**src/hdl/akvc_pkg.sv**
```systemverilog
package akvc_pkg;

   // field widths
   localparam int KEY_W   = 64;
   localparam int VAL_W   = 64;
   localparam int STAMP_W = 64;

   // controller to datapath commands
   typedef struct packed {
      logic load_req;     // capture the incoming word
      logic scan_start;   // clear scan pointer, hit flag and result
      logic scan_step;    // issue one read, check the previous one
      logic ren_step;     // renumber one stamp, or close the pass
      logic write_entry;  // write key, value and stamp of a set
      logic out_load;     // move the result into the output register
   } akvc_cmd_type;

   // datapath to controller status
   typedef struct packed {
      logic is_set;
      logic key_zero;
      logic bad_arg;
      logic ctr_max;
      logic scan_end;
      logic ren_done;
   } akvc_stat_type;

endpackage

```
**src/hdl/akvc_ram.sv**
```systemverilog
module akvc_ram #(
   parameter int WIDTH = 64,
   parameter int DEPTH = 16
) (
   input  logic                              clock,
   input  logic                              we,
   input  logic [(DEPTH > 1 ? $clog2(DEPTH) : 1)-1:0] waddr,
   input  logic [WIDTH-1:0]                  wdata,
   input  logic [(DEPTH > 1 ? $clog2(DEPTH) : 1)-1:0] raddr,
   output logic [WIDTH-1:0]                  rdata
);

   logic [WIDTH-1:0] mem_ff [DEPTH];
   logic [WIDTH-1:0] rdata_ff;

   // one write port, one registered read port
   always_ff @(posedge clock) begin
      if (we) begin
         mem_ff[waddr] <= wdata;
      end
      rdata_ff <= mem_ff[raddr];
   end

   assign rdata = rdata_ff;

endmodule

```
**src/hdl/akvc_dp.sv**
```systemverilog
module akvc_dp import akvc_pkg::*; #(
   parameter int ENTRIES = 16
) (
   input  logic                clock,
   input  logic                reset,
   input  akvc_cmd_type        cmd,
   output akvc_stat_type       stat,
   input  logic                req_func,
   input  logic [KEY_W-1:0]    req_key_id,
   input  logic [VAL_W-1:0]    req_value_id,
   output logic                rsp_status,
   output logic [VAL_W-1:0]    rsp_found_value
);

   localparam int IDX_W = (ENTRIES > 1) ? $clog2(ENTRIES) : 1;
   localparam int CNT_W = $clog2(ENTRIES + 1);

   // captured request word
   logic               func_ff;
   logic [KEY_W-1:0]   key_ff;
   logic [VAL_W-1:0]   val_ff;

   // table state
   logic [CNT_W-1:0]   count_ff, count_in;
   logic [STAMP_W-1:0] ctr_ff, ctr_in;

   // scan state
   logic [CNT_W-1:0]   scan_idx_ff, scan_idx_in;
   logic               chk_vld_ff, chk_vld_in;
   logic [IDX_W-1:0]   chk_idx_ff, chk_idx_in;
   logic               hit_ff, hit_in;
   logic [IDX_W-1:0]   hit_idx_ff, hit_idx_in;
   logic [STAMP_W-1:0] min_ff, min_in;
   logic [IDX_W-1:0]   victim_ff, victim_in;
   logic [VAL_W-1:0]   res_value_ff, res_value_in;

   // output register payload
   logic               rsp_status_ff;
   logic [VAL_W-1:0]   rsp_value_ff;

   // memory ports
   logic [IDX_W-1:0]   raddr;
   logic [IDX_W-1:0]   kv_waddr;
   logic               st_we;
   logic [IDX_W-1:0]   st_waddr;
   logic [STAMP_W-1:0] st_wdata;
   logic [KEY_W-1:0]   rd_key;
   logic [VAL_W-1:0]   rd_value;
   logic [STAMP_W-1:0] rd_stamp;

   logic               issue;
   logic               key_match;
   logic               full;
   logic [STAMP_W-1:0] next_stamp;

   assign issue      = (scan_idx_ff < count_ff);
   assign key_match  = chk_vld_ff && (rd_key == key_ff);
   assign full       = (count_ff == CNT_W'(ENTRIES));
   assign next_stamp = ctr_ff + STAMP_W'(1);

   // slot chosen by a set: matching entry, next free slot, or oldest
   always_comb begin
      if (hit_ff) begin
         kv_waddr = hit_idx_ff;
      end else if (!full) begin
         kv_waddr = count_ff[IDX_W-1:0];
      end else begin
         kv_waddr = victim_ff;
      end
   end

   assign raddr    = scan_idx_ff[IDX_W-1:0];
   assign st_we    = cmd.write_entry || (cmd.ren_step && issue);
   assign st_waddr = cmd.write_entry ? kv_waddr : scan_idx_ff[IDX_W-1:0];
   assign st_wdata = cmd.write_entry ? next_stamp
                                     : (STAMP_W'(scan_idx_ff) + STAMP_W'(1));

   akvc_ram #(.WIDTH(KEY_W), .DEPTH(ENTRIES)) u_key_ram (
      .clock (clock),
      .we    (cmd.write_entry),
      .waddr (kv_waddr),
      .wdata (key_ff),
      .raddr (raddr),
      .rdata (rd_key)
   );

   akvc_ram #(.WIDTH(VAL_W), .DEPTH(ENTRIES)) u_val_ram (
      .clock (clock),
      .we    (cmd.write_entry),
      .waddr (kv_waddr),
      .wdata (val_ff),
      .raddr (raddr),
      .rdata (rd_value)
   );

   akvc_ram #(.WIDTH(STAMP_W), .DEPTH(ENTRIES)) u_stamp_ram (
      .clock (clock),
      .we    (st_we),
      .waddr (st_waddr),
      .wdata (st_wdata),
      .raddr (raddr),
      .rdata (rd_stamp)
   );

   // scan, renumber and update next-state logic
   always_comb begin
      count_in     = count_ff;
      ctr_in       = ctr_ff;
      scan_idx_in  = scan_idx_ff;
      chk_vld_in   = chk_vld_ff;
      chk_idx_in   = chk_idx_ff;
      hit_in       = hit_ff;
      hit_idx_in   = hit_idx_ff;
      min_in       = min_ff;
      victim_in    = victim_ff;
      res_value_in = res_value_ff;

      if (cmd.scan_start) begin
         scan_idx_in  = '0;
         chk_vld_in   = 1'b0;
         hit_in       = 1'b0;
         res_value_in = '0;
      end else if (cmd.scan_step) begin
         chk_vld_in = issue;
         chk_idx_in = scan_idx_ff[IDX_W-1:0];
         if (issue) begin
            scan_idx_in = scan_idx_ff + CNT_W'(1);
         end
         if (chk_vld_ff) begin
            if (key_match) begin
               hit_in     = 1'b1;
               hit_idx_in = chk_idx_ff;
               if (!func_ff) begin
                  res_value_in = rd_value;
               end
            end
            // oldest stamp, lowest slot wins a tie
            if ((chk_idx_ff == '0) || (rd_stamp < min_ff)) begin
               min_in    = rd_stamp;
               victim_in = chk_idx_ff;
            end
         end
      end else if (cmd.ren_step) begin
         if (issue) begin
            scan_idx_in = scan_idx_ff + CNT_W'(1);
         end else begin
            // pass closed: rewind the pointer for the key scan
            ctr_in      = STAMP_W'(count_ff);
            scan_idx_in = '0;
         end
      end

      if (cmd.write_entry) begin
         ctr_in = next_stamp;
         if (!hit_ff && !full) begin
            count_in = count_ff + CNT_W'(1);
         end
      end
   end

   // control registers
   always_ff @(posedge clock) begin
      if (reset) begin
         count_ff   <= '0;
         ctr_ff     <= '0;
         chk_vld_ff <= 1'b0;
      end else begin
         count_ff   <= count_in;
         ctr_ff     <= ctr_in;
         chk_vld_ff <= chk_vld_in;
      end
   end

   // payload registers
   always_ff @(posedge clock) begin
      if (cmd.load_req) begin
         func_ff <= req_func;
         key_ff  <= req_key_id;
         val_ff  <= req_value_id;
      end
      scan_idx_ff  <= scan_idx_in;
      chk_idx_ff   <= chk_idx_in;
      hit_ff       <= hit_in;
      hit_idx_ff   <= hit_idx_in;
      min_ff       <= min_in;
      victim_ff    <= victim_in;
      res_value_ff <= res_value_in;
      if (cmd.out_load) begin
         rsp_status_ff <= stat.bad_arg;
         rsp_value_ff  <= res_value_ff;
      end
   end

   // status back to the controller
   assign stat.is_set   = func_ff;
   assign stat.key_zero = (key_ff == '0);
   assign stat.bad_arg  = func_ff && ((key_ff == '0) || (val_ff == '0));
   assign stat.ctr_max  = &ctr_ff;
   assign stat.scan_end = key_match || (!chk_vld_ff && !issue);
   assign stat.ren_done = !issue;

   assign rsp_status      = rsp_status_ff;
   assign rsp_found_value = rsp_value_ff;

endmodule

```
**src/hdl/akvc_ctrl.sv**
```systemverilog
module akvc_ctrl import akvc_pkg::*; (
   input  logic          clock,
   input  logic          reset,
   input  logic          req_valid,
   output logic          req_ready,
   output logic          rsp_valid,
   input  logic          rsp_ready,
   input  akvc_stat_type stat,
   output akvc_cmd_type  cmd
);

   typedef enum logic [5:0] {
      ST_IDLE  = 6'b000001,
      ST_CHECK = 6'b000010,
      ST_RENUM = 6'b000100,
      ST_SCAN  = 6'b001000,
      ST_WRITE = 6'b010000,
      ST_DONE  = 6'b100000
   } akvc_state_type;

   akvc_state_type state_ff, state_in;
   logic           rsp_valid_ff, rsp_valid_in;
   logic           out_free;

   assign out_free  = !rsp_valid_ff || rsp_ready;
   assign req_ready = (state_ff == ST_IDLE);

   // sequencer
   always_comb begin
      state_in = state_ff;
      cmd      = '0;
      case (state_ff)
         ST_IDLE: begin
            if (req_valid) begin
               cmd.load_req = 1'b1;
               state_in     = ST_CHECK;
            end
         end
         ST_CHECK: begin
            cmd.scan_start = 1'b1;
            if (!stat.is_set) begin
               state_in = stat.key_zero ? ST_DONE : ST_SCAN;
            end else if (stat.bad_arg) begin
               state_in = ST_DONE;
            end else if (stat.ctr_max) begin
               state_in = ST_RENUM;
            end else begin
               state_in = ST_SCAN;
            end
         end
         ST_RENUM: begin
            cmd.ren_step = 1'b1;
            if (stat.ren_done) begin
               state_in = ST_SCAN;
            end
         end
         ST_SCAN: begin
            cmd.scan_step = 1'b1;
            if (stat.scan_end) begin
               state_in = stat.is_set ? ST_WRITE : ST_DONE;
            end
         end
         ST_WRITE: begin
            cmd.write_entry = 1'b1;
            state_in        = ST_DONE;
         end
         ST_DONE: begin
            if (out_free) begin
               cmd.out_load = 1'b1;
               state_in     = ST_IDLE;
            end
         end
         default: begin
            state_in = ST_IDLE;
         end
      endcase
   end

   // output word valid flag
   always_comb begin
      rsp_valid_in = rsp_valid_ff;
      if (cmd.out_load) begin
         rsp_valid_in = 1'b1;
      end else if (rsp_ready) begin
         rsp_valid_in = 1'b0;
      end
   end

   always_ff @(posedge clock) begin
      if (reset) begin
         state_ff     <= ST_IDLE;
         rsp_valid_ff <= 1'b0;
      end else begin
         state_ff     <= state_in;
         rsp_valid_ff <= rsp_valid_in;
      end
   end

   assign rsp_valid = rsp_valid_ff;

endmodule

```
**src/hdl/assoc_key_value_cache_oldest_evict.sv**
```systemverilog
// Accept to rsp_valid: a lookup of key zero or a rejected set skips the scan; other requests
//   scan the live entries in slot order, stopping early on a key hit; a set that wraps the
//   stamp counter first renumbers every live entry, and a set ends with a write of its entry.
// Throughput: one word in flight; the next is accepted in the cycle after the result is loaded,
//   and a result still held by the consumer delays that load.
// Reset (synchronous, active high) empties the table, zeroes the stamp counter and idles the controller.
module assoc_key_value_cache_oldest_evict import akvc_pkg::*; #(
   parameter int CACHE_ENTRIES = 16
) (
   input  logic             clock,
   input  logic             reset,
   input  logic             req_valid,
   output logic             req_ready,
   input  logic             req_func,
   input  logic [KEY_W-1:0] req_key_id,
   input  logic [VAL_W-1:0] req_value_id,
   output logic             rsp_valid,
   input  logic             rsp_ready,
   output logic             rsp_status,
   output logic [VAL_W-1:0] rsp_found_value
);

   akvc_cmd_type  cmd;
   akvc_stat_type stat;

   akvc_ctrl u_ctrl (
      .clock     (clock),
      .reset     (reset),
      .req_valid (req_valid),
      .req_ready (req_ready),
      .rsp_valid (rsp_valid),
      .rsp_ready (rsp_ready),
      .stat      (stat),
      .cmd       (cmd)
   );

   akvc_dp #(.ENTRIES(CACHE_ENTRIES)) u_dp (
      .clock           (clock),
      .reset           (reset),
      .cmd             (cmd),
      .stat            (stat),
      .req_func        (req_func),
      .req_key_id      (req_key_id),
      .req_value_id    (req_value_id),
      .rsp_status      (rsp_status),
      .rsp_found_value (rsp_found_value)
   );

endmodule

```
**config.mk**
```make
export PLATFORM = sky130hd
export DESIGN_NAME = assoc_key_value_cache_oldest_evict
export DESIGN_NICKNAME = d
export VERILOG_FILES = /design/src/hdl/akvc_pkg.sv /design/src/hdl/akvc_ram.sv /design/src/hdl/akvc_dp.sv /design/src/hdl/akvc_ctrl.sv /design/src/hdl/assoc_key_value_cache_oldest_evict.sv
export SDC_FILE = /design/constraint.sdc
export NUM_CORES = 2
export LEC_CHECK = 0
export ABC_AREA = 1
export BUFFER_PORTS_ARGS = -buffer_cell sky130_fd_sc_hd__buf_4
export CAP_MARGIN = 20
export CORE_ASPECT_RATIO = 0.6
export CORE_UTILIZATION = 35
export DETAILED_ROUTE_END_ITERATION = 6
export SYNTH_ARGS = -nofsm -noshare
export SYNTH_HDL_FRONTEND = slang
export SYNTH_HIERARCHICAL = 1
export SYNTH_SLANG_ARGS = --single-unit
```
**constraint.sdc**
```tcl
create_clock -name clock -period 11.6 [get_ports clock]
set_clock_uncertainty 0.15 [all_clocks]
set_input_delay 1.74 -clock clock [delete_from_list [all_inputs] [get_ports clock]]
set_output_delay 1.74 -clock clock [all_outputs]
set_load 0.05 [all_outputs]
```
======== After elaboration in Yosys (flattened, before gate mapping) ========
Memory sizes are Yosys's and may differ from the RTL's. A register that Yosys moved wholly into a read port is not among the register bits.
Index checks and enable logic that the tools add are counted.
Widths: inputs -> output; s select.
cells by class
  $add $sub $neg .......................... 4
  order comparisons ....................... 2
  eq/ne operators ......................... 16
  multiplexer cells ....................... 37
  bitwise operators ....................... 2
  reductions and logical operators ........ 32
operators by type and width
  cell                   number
  $mux 64                6
  $logic_not 64->1       2
  $add 64x1->64 const B  1
  $eq 64x64->1           1
  $lt 64x64->1           1
  $reduce_and 64->1      1
  $mux 6                 8
  $pmux 6 s6             1
  $mux 5                 4
  $reduce_and 4->1       5
  $mux 4                 4
  $mux 1                 14
  $add 5x1->5 const B    2
  $ne 2x1->1 const B     4
  $ne 2x2->1 const B     4
  $add 5x1->6 const B    1
  $eq 6x1->1 const B     1
  $eq 6x2->1 const B     1
  $eq 6x3->1 const B     1
  $eq 6x4->1 const B     1
  $eq 6x5->1 const B     1
  $eq 6x6->1 const B     1
  $reduce_and 2->1       3
  $reduce_bool 2->1      3
  9 further kinds        22
word-level totals
  bits in registers ....................... 417
  RAM bits ................................ 3072
  output and inout bits ................... 67
  memories kept ........................... 3
memories
  name                     depth  bits a word  read ports  clocked after Yosys merged registers in  wr ports  line            text
  u_dp.u_key_ram.mem_ff    16     64           1           1                                        1         akvc_ram.sv:13  logic [WIDTH-1:0] mem_ff [DEPTH];
  u_dp.u_stamp_ram.mem_ff  16     64           1           1                                        1         akvc_ram.sv:13
  u_dp.u_val_ram.mem_ff    16     64           1           1                                        1         akvc_ram.sv:13

======== Depth between registers and ports, before layout ========
  word-level depth ........................ 6
  mapped depth ............................ 16

======== Hierarchy ========
The synthesis kept the hierarchy.
by module, submodules not included
  module     instances  cells an instance  area each (um^2)
  akvc_ram   3          4210               45285.9
  akvc_dp    1          2163               19209.7
  akvc_ctrl  1          78                 471.7

======== Worst setup path after synthesis ========
OpenSTA, ideal clock, no wires.
  path type ............................... in2reg
  start ................................... input port req_valid
  end ..................................... register u_dp.func_ff (enable)
  setup time .............................. 619 ps
  data arrival time ....................... 7109 ps
  data required time ...................... 10831 ps
  slack ................................... 3723 ps
  cell stages on the path ................. 2
  cells stage by stage .................... inv_1 nor2_1
RTL lines
  item                  line                                      text
  start, declared       assoc_key_value_cache_oldest_evict.sv:12  input logic req_valid,
  end signal, assigned  akvc_dp.sv:177                            func_ff <= req_func;
  end, declared         akvc_dp.sv:19                             logic func_ff;

==> Flow_metrics.wiki <==
{| class="wikitable"
! Metric !! Value
|-
| Part of the Yosys area used for sequential elements || 68.88%
|-
| Via count of the routed design || 102235
|-
| CTS tree || built
|-
| Area of combinational cells with multiple inputs || 34410 µm²
|-
| Number of violations reported at the end of detailed-routing iteration 0 || 11773
|-
| Max-cap violations || 0
|-
| Number of buffers added to fix hold violations after cts || 0
|-
| PnR Total Power || 28.01 mW
|-
| Number of port buffers || 199
|-
| Antenna violations before repair || 12
|-
| Most common cell after layout, fill and taps aside || nand2_1
|-
| Startpoint type of the worst setup path || flop
|-
| Path type of the worst min-delay path || flop to flop
|-
| Count of final hold-check violations || 0
|-
| Synthesized flop and latch total || about 3700
|-
| Count of H-tree levels built during CTS || 5
|-
| Gr ovfl total || 0
|-
| Remaining design rule violation count || 6
|-
| Number of buffers added for setup after CTS || 0
|-
| Number of fillers in the final layout || approximately 42000
|-
| Max-slew headroom at the worst pin || 17.03%
|-
| Proportion of synthesized flip-flops having asynchronous set or reset || 0%
|-
| Effective utilization at floorplan || between 30% and 40%
|-
| Distinct cells, synth || 50
|-
| Critical path data required time || roughly 12 ns
|-
| Sequential cell area in the final layout || between 100000 and 150000 µm²
|-
| Critical path cell sequence || inv_2, nand2_1, nor2_1, nand3_1, inv_2, buf_4, inv_1, buf_4, nand2_1, nand2_1, nor2_1, nand2_1, nor2_4, buf_4, buf_4
|-
| Yosys warnings || 6
|-
| DIE WIDTH || roughly 860 µm
|-
| Sinks on Clock Net || roughly 3700
|-
| WL final || approximately 430000 µm
|-
| Post-detailed-placement half-perimeter wirelength || between 200000 and 250000 µm
|-
| Placeable Area || approximately 440000 µm²
|-
| Max Freq || 195.0 MHz
|-
| Cell family with the largest share of critical-path delay || buffers and inverters
|-
| Wire length of the first global-routing pass || between 600000 and 700000 µm
|-
| Shortest period the worst path allows || between 5 and 6 ns
|-
| Failing checks || DRC
|-
| Resize count post-CTS || 0
|-
| Share of layout cells above drive strength 1 || roughly 7.0%
|-
| Total buffers and inverters traversed by the critical path || 7
|-
| Instance count on the critical path || 15
|-
| Mapped Cells || between 10000 and 15000
|-
| CP max stage delay || roughly 0.80 ns
|-
| Number of primary I/O pins || 200
|-
| Syn avg cell area || ~10 µm²
|-
| Leakage || roughly 73 nW
|-
| P per Cell Area || between 150 and 200 nW/µm²
|-
| Buffer levels on the longest clock path || 4
|-
| Floorplan die area || ~450000 µm²
|-
| Skew-Pair Late Insertion Delay || about 0.96 ns
|-
| Commonest cells after routing, fill and taps aside || nand2_1, edfxtp_1, inv_1
|-
| Avg WL per Cell || slightly above 20 µm
|-
| Iteration count of the initial detailed-routing pass || 7
|-
| Worst path arrival time || 5.53 ns
|-
| GRT Util Overall || a little under a fifth
|-
| Worst Hold Path Cells || 2
|-
| Routability-driven placement congestion ratio || between 0.9 and 1
|-
| Number of global-route vias before repair || 93634
|-
| Area grow syn2layout || 11.65%
|-
| Worst vdd ir || 0.0001412 V
|-
| Largest net degree at the start of global routing || approximately 240
|-
| Worst Reg2Reg Path Length in Cells || 15
|-
| Cell at the root of the clock tree || clkbuf_16
|-
| RSZ-0062 raised after global routing || no
|-
| Die height || roughly 520 µm
|-
| Number of enable-type register cells in the synthesized netlist || 3342
|-
| Slowest cell on the critical path || buf_4
|-
| Total nets after synthesis || between 15000 and 20000
|-
| Setup violations, final || 0
|-
| Crit Path Category || flop to flop
|-
| CTS Buf Count || between 300 and 400
|-
| Result of the run || complete, but fails checks
|-
| Ratio of routed vias to standard cells || slightly below 5
|-
| Part of the cycle the worst path needs || around 44%
|-
| Detail Route Antenna Nets || 0
|-
| Slew at the pin with the worst max-slew slack || 1.244 ns
|-
| Sum of negative setup slack || 0 ns
|-
| Clock transition time at the flip-flop clock pins of the worst setup and hold paths || 0.06 ns
|-
| Peak fanout along the critical path || between 60 and 70
|-
| Cell Rows || roughly 190
|-
| Nets@finish || between 15000 and 20000
|-
| Final max-slew violation count || 0
|-
| Syn Std Cell Area || 155500 µm²
|-
| Predominant post-synthesis flop cell || edfxtp_1
|-
| Kind of end point of the critical path || flop
|}
==> routing by layer <==
metal	vias to the layer above	wire length [µm]	track usage [%]
li1	48181	-	-
met1	49391	201200	29.01
met2	4178	177100	26.33
met3	483	39880	3.470
met4	2	8149	3.714
met5	-	13	0
==> cell families (layout without fill, tap and decap cells) <==
kind of cell,Yosys count,after routing,share of synthesized area [%]
adders and majority gates,71,71,0.5711
xor gates and xnor gates,29,29,0.1633
buffers and inverters,3361,3722,9.264
AOI/OAI and AO/OA,205,205,0.7103
DFF,3681,3681,68.88
and+or+nand+nor,7524,7524,20.41
other,0,7,0
==> area by class of cell <==
class                           count  area share [%]
Clock inverter                    166          0.9741
Multi-Input combinational cell   7829           19.82
Clock buffer                      464           5.482
Tap cell                         5921           4.266
Antenna cell                        7         0.01009
Timing Repair Buffer              411           1.898
Sequential cell                  3681           61.70
Inverter                         2681           5.850
==> cell usage after synthesis (2+ instances only) <==
cell type	instances	area, µm²
edfxtp_1	3342	100400
nor3_2	11	110.1
nand3b_1	7	52.55
xor2_1	21	183.9
nor2_4	5	56.30
nand3_1	2401	12020
nand2_2	9	56.30
buf_4	57	427.9
dfxtp_1	339	6787
or2_1	6	37.54
o21ai_0	55	275.3
nand3_2	3	30.03
ha_1	71	888.4
o211ai_1	4	30.03
inv_2	19	71.32
a31oi_1	4	25.02
xnor2_1	8	70.07
a21oi_2	3	26.28
buf_2	359	1797
nand2_1	4574	17170
nor3_1	49	245.2
nor2_1	367	1378
o22ai_1	5	31.28
inv_6	3	26.28
clkbuf_1	82	307.8
nand4_1	36	225.2
o21ai_1	6	30.03
buf_1	35	131.4
nor3b_1	2	15.01
o21a_1	3	22.52
a31o_2	2	17.52
o21bai_1	5	37.54
buf_6	144	1622
or2_2	9	56.30
nor4_1	25	156.4
buf_8	3	45.04
inv_1	2659	9981
nor2_2	15	93.84
a21oi_1	112	560.5
==> worst register-to-register path: cells and delay by family, from the launching register on <==
kind | cells | cell delay, ns
DFF | 1 | 0.34
buffers and inverters | 7 | 2.83
and+or+nand+nor | 8 | 1.36
==> through the flow <==
stage               util (%)  setup slack [ns]  cells  hold slack [ns]  area [µm²]
finish                 39.27             6.472  21160           0.2419      173700
global route           39.27             6.258  21157           0.2650      173700
CTS                    39.24             6.567  21146           0.2381      173500
detailed placement     36.70             6.597  20516           0.2662      162300
global placement       36.70             6.394  20515           0.2644      162300
floorplan                  -             3.723  14871           0.2582      155500
==> sequential cells by signal, indices dropped and copies added (netlist names), 64 cells and up <==
| signal | cells |
|---|---|
| u_dp/u_key_ram/rdata | 64 |
| u_dp/ctr_ff | 64 |
| u_dp/u_key_ram/mem_ff | 1024 |
| u_dp/u_val_ram/mem_ff | 1024 |
| u_dp/val_ff | 64 |
| u_dp/u_val_ram/rdata | 64 |
| u_dp/u_stamp_ram/mem_ff | 1024 |
| u_dp/u_stamp_ram/rdata | 64 |
| u_dp/res_value_ff | 64 |
| u_dp/rsp_found_value | 64 |
| u_dp/min_ff | 64 |
| u_dp/key_ff | 64 |
==> final timing paths <==
check                                        startpoint                        endpoint  slack [ns]
worst max-delay path                 u_ctrl/state_ff[2]  u_dp/u_stamp_ram/mem_ff[1][36]        6.47
worst min-delay path            u_dp/u_val_ram/rdata[3]            u_dp/res_value_ff[3]        0.24
worst max register to register       u_ctrl/state_ff[2]  u_dp/u_stamp_ram/mem_ff[1][36]        6.47
worst min register to register  u_dp/u_val_ram/rdata[3]            u_dp/res_value_ff[3]        0.24
==> report_power, final <==
| part | switching (mW) | internal, mW | total [mW] |
|---|---|---|---|
| combinational | 1.04 | 0.370 | 1.41 |
| clock | 5.05 | 6.47 | 11.5 |
| sequential | 0.313 | 14.8 | 15.1 |
No activity file was read; power rests on OpenSTA's default activity.
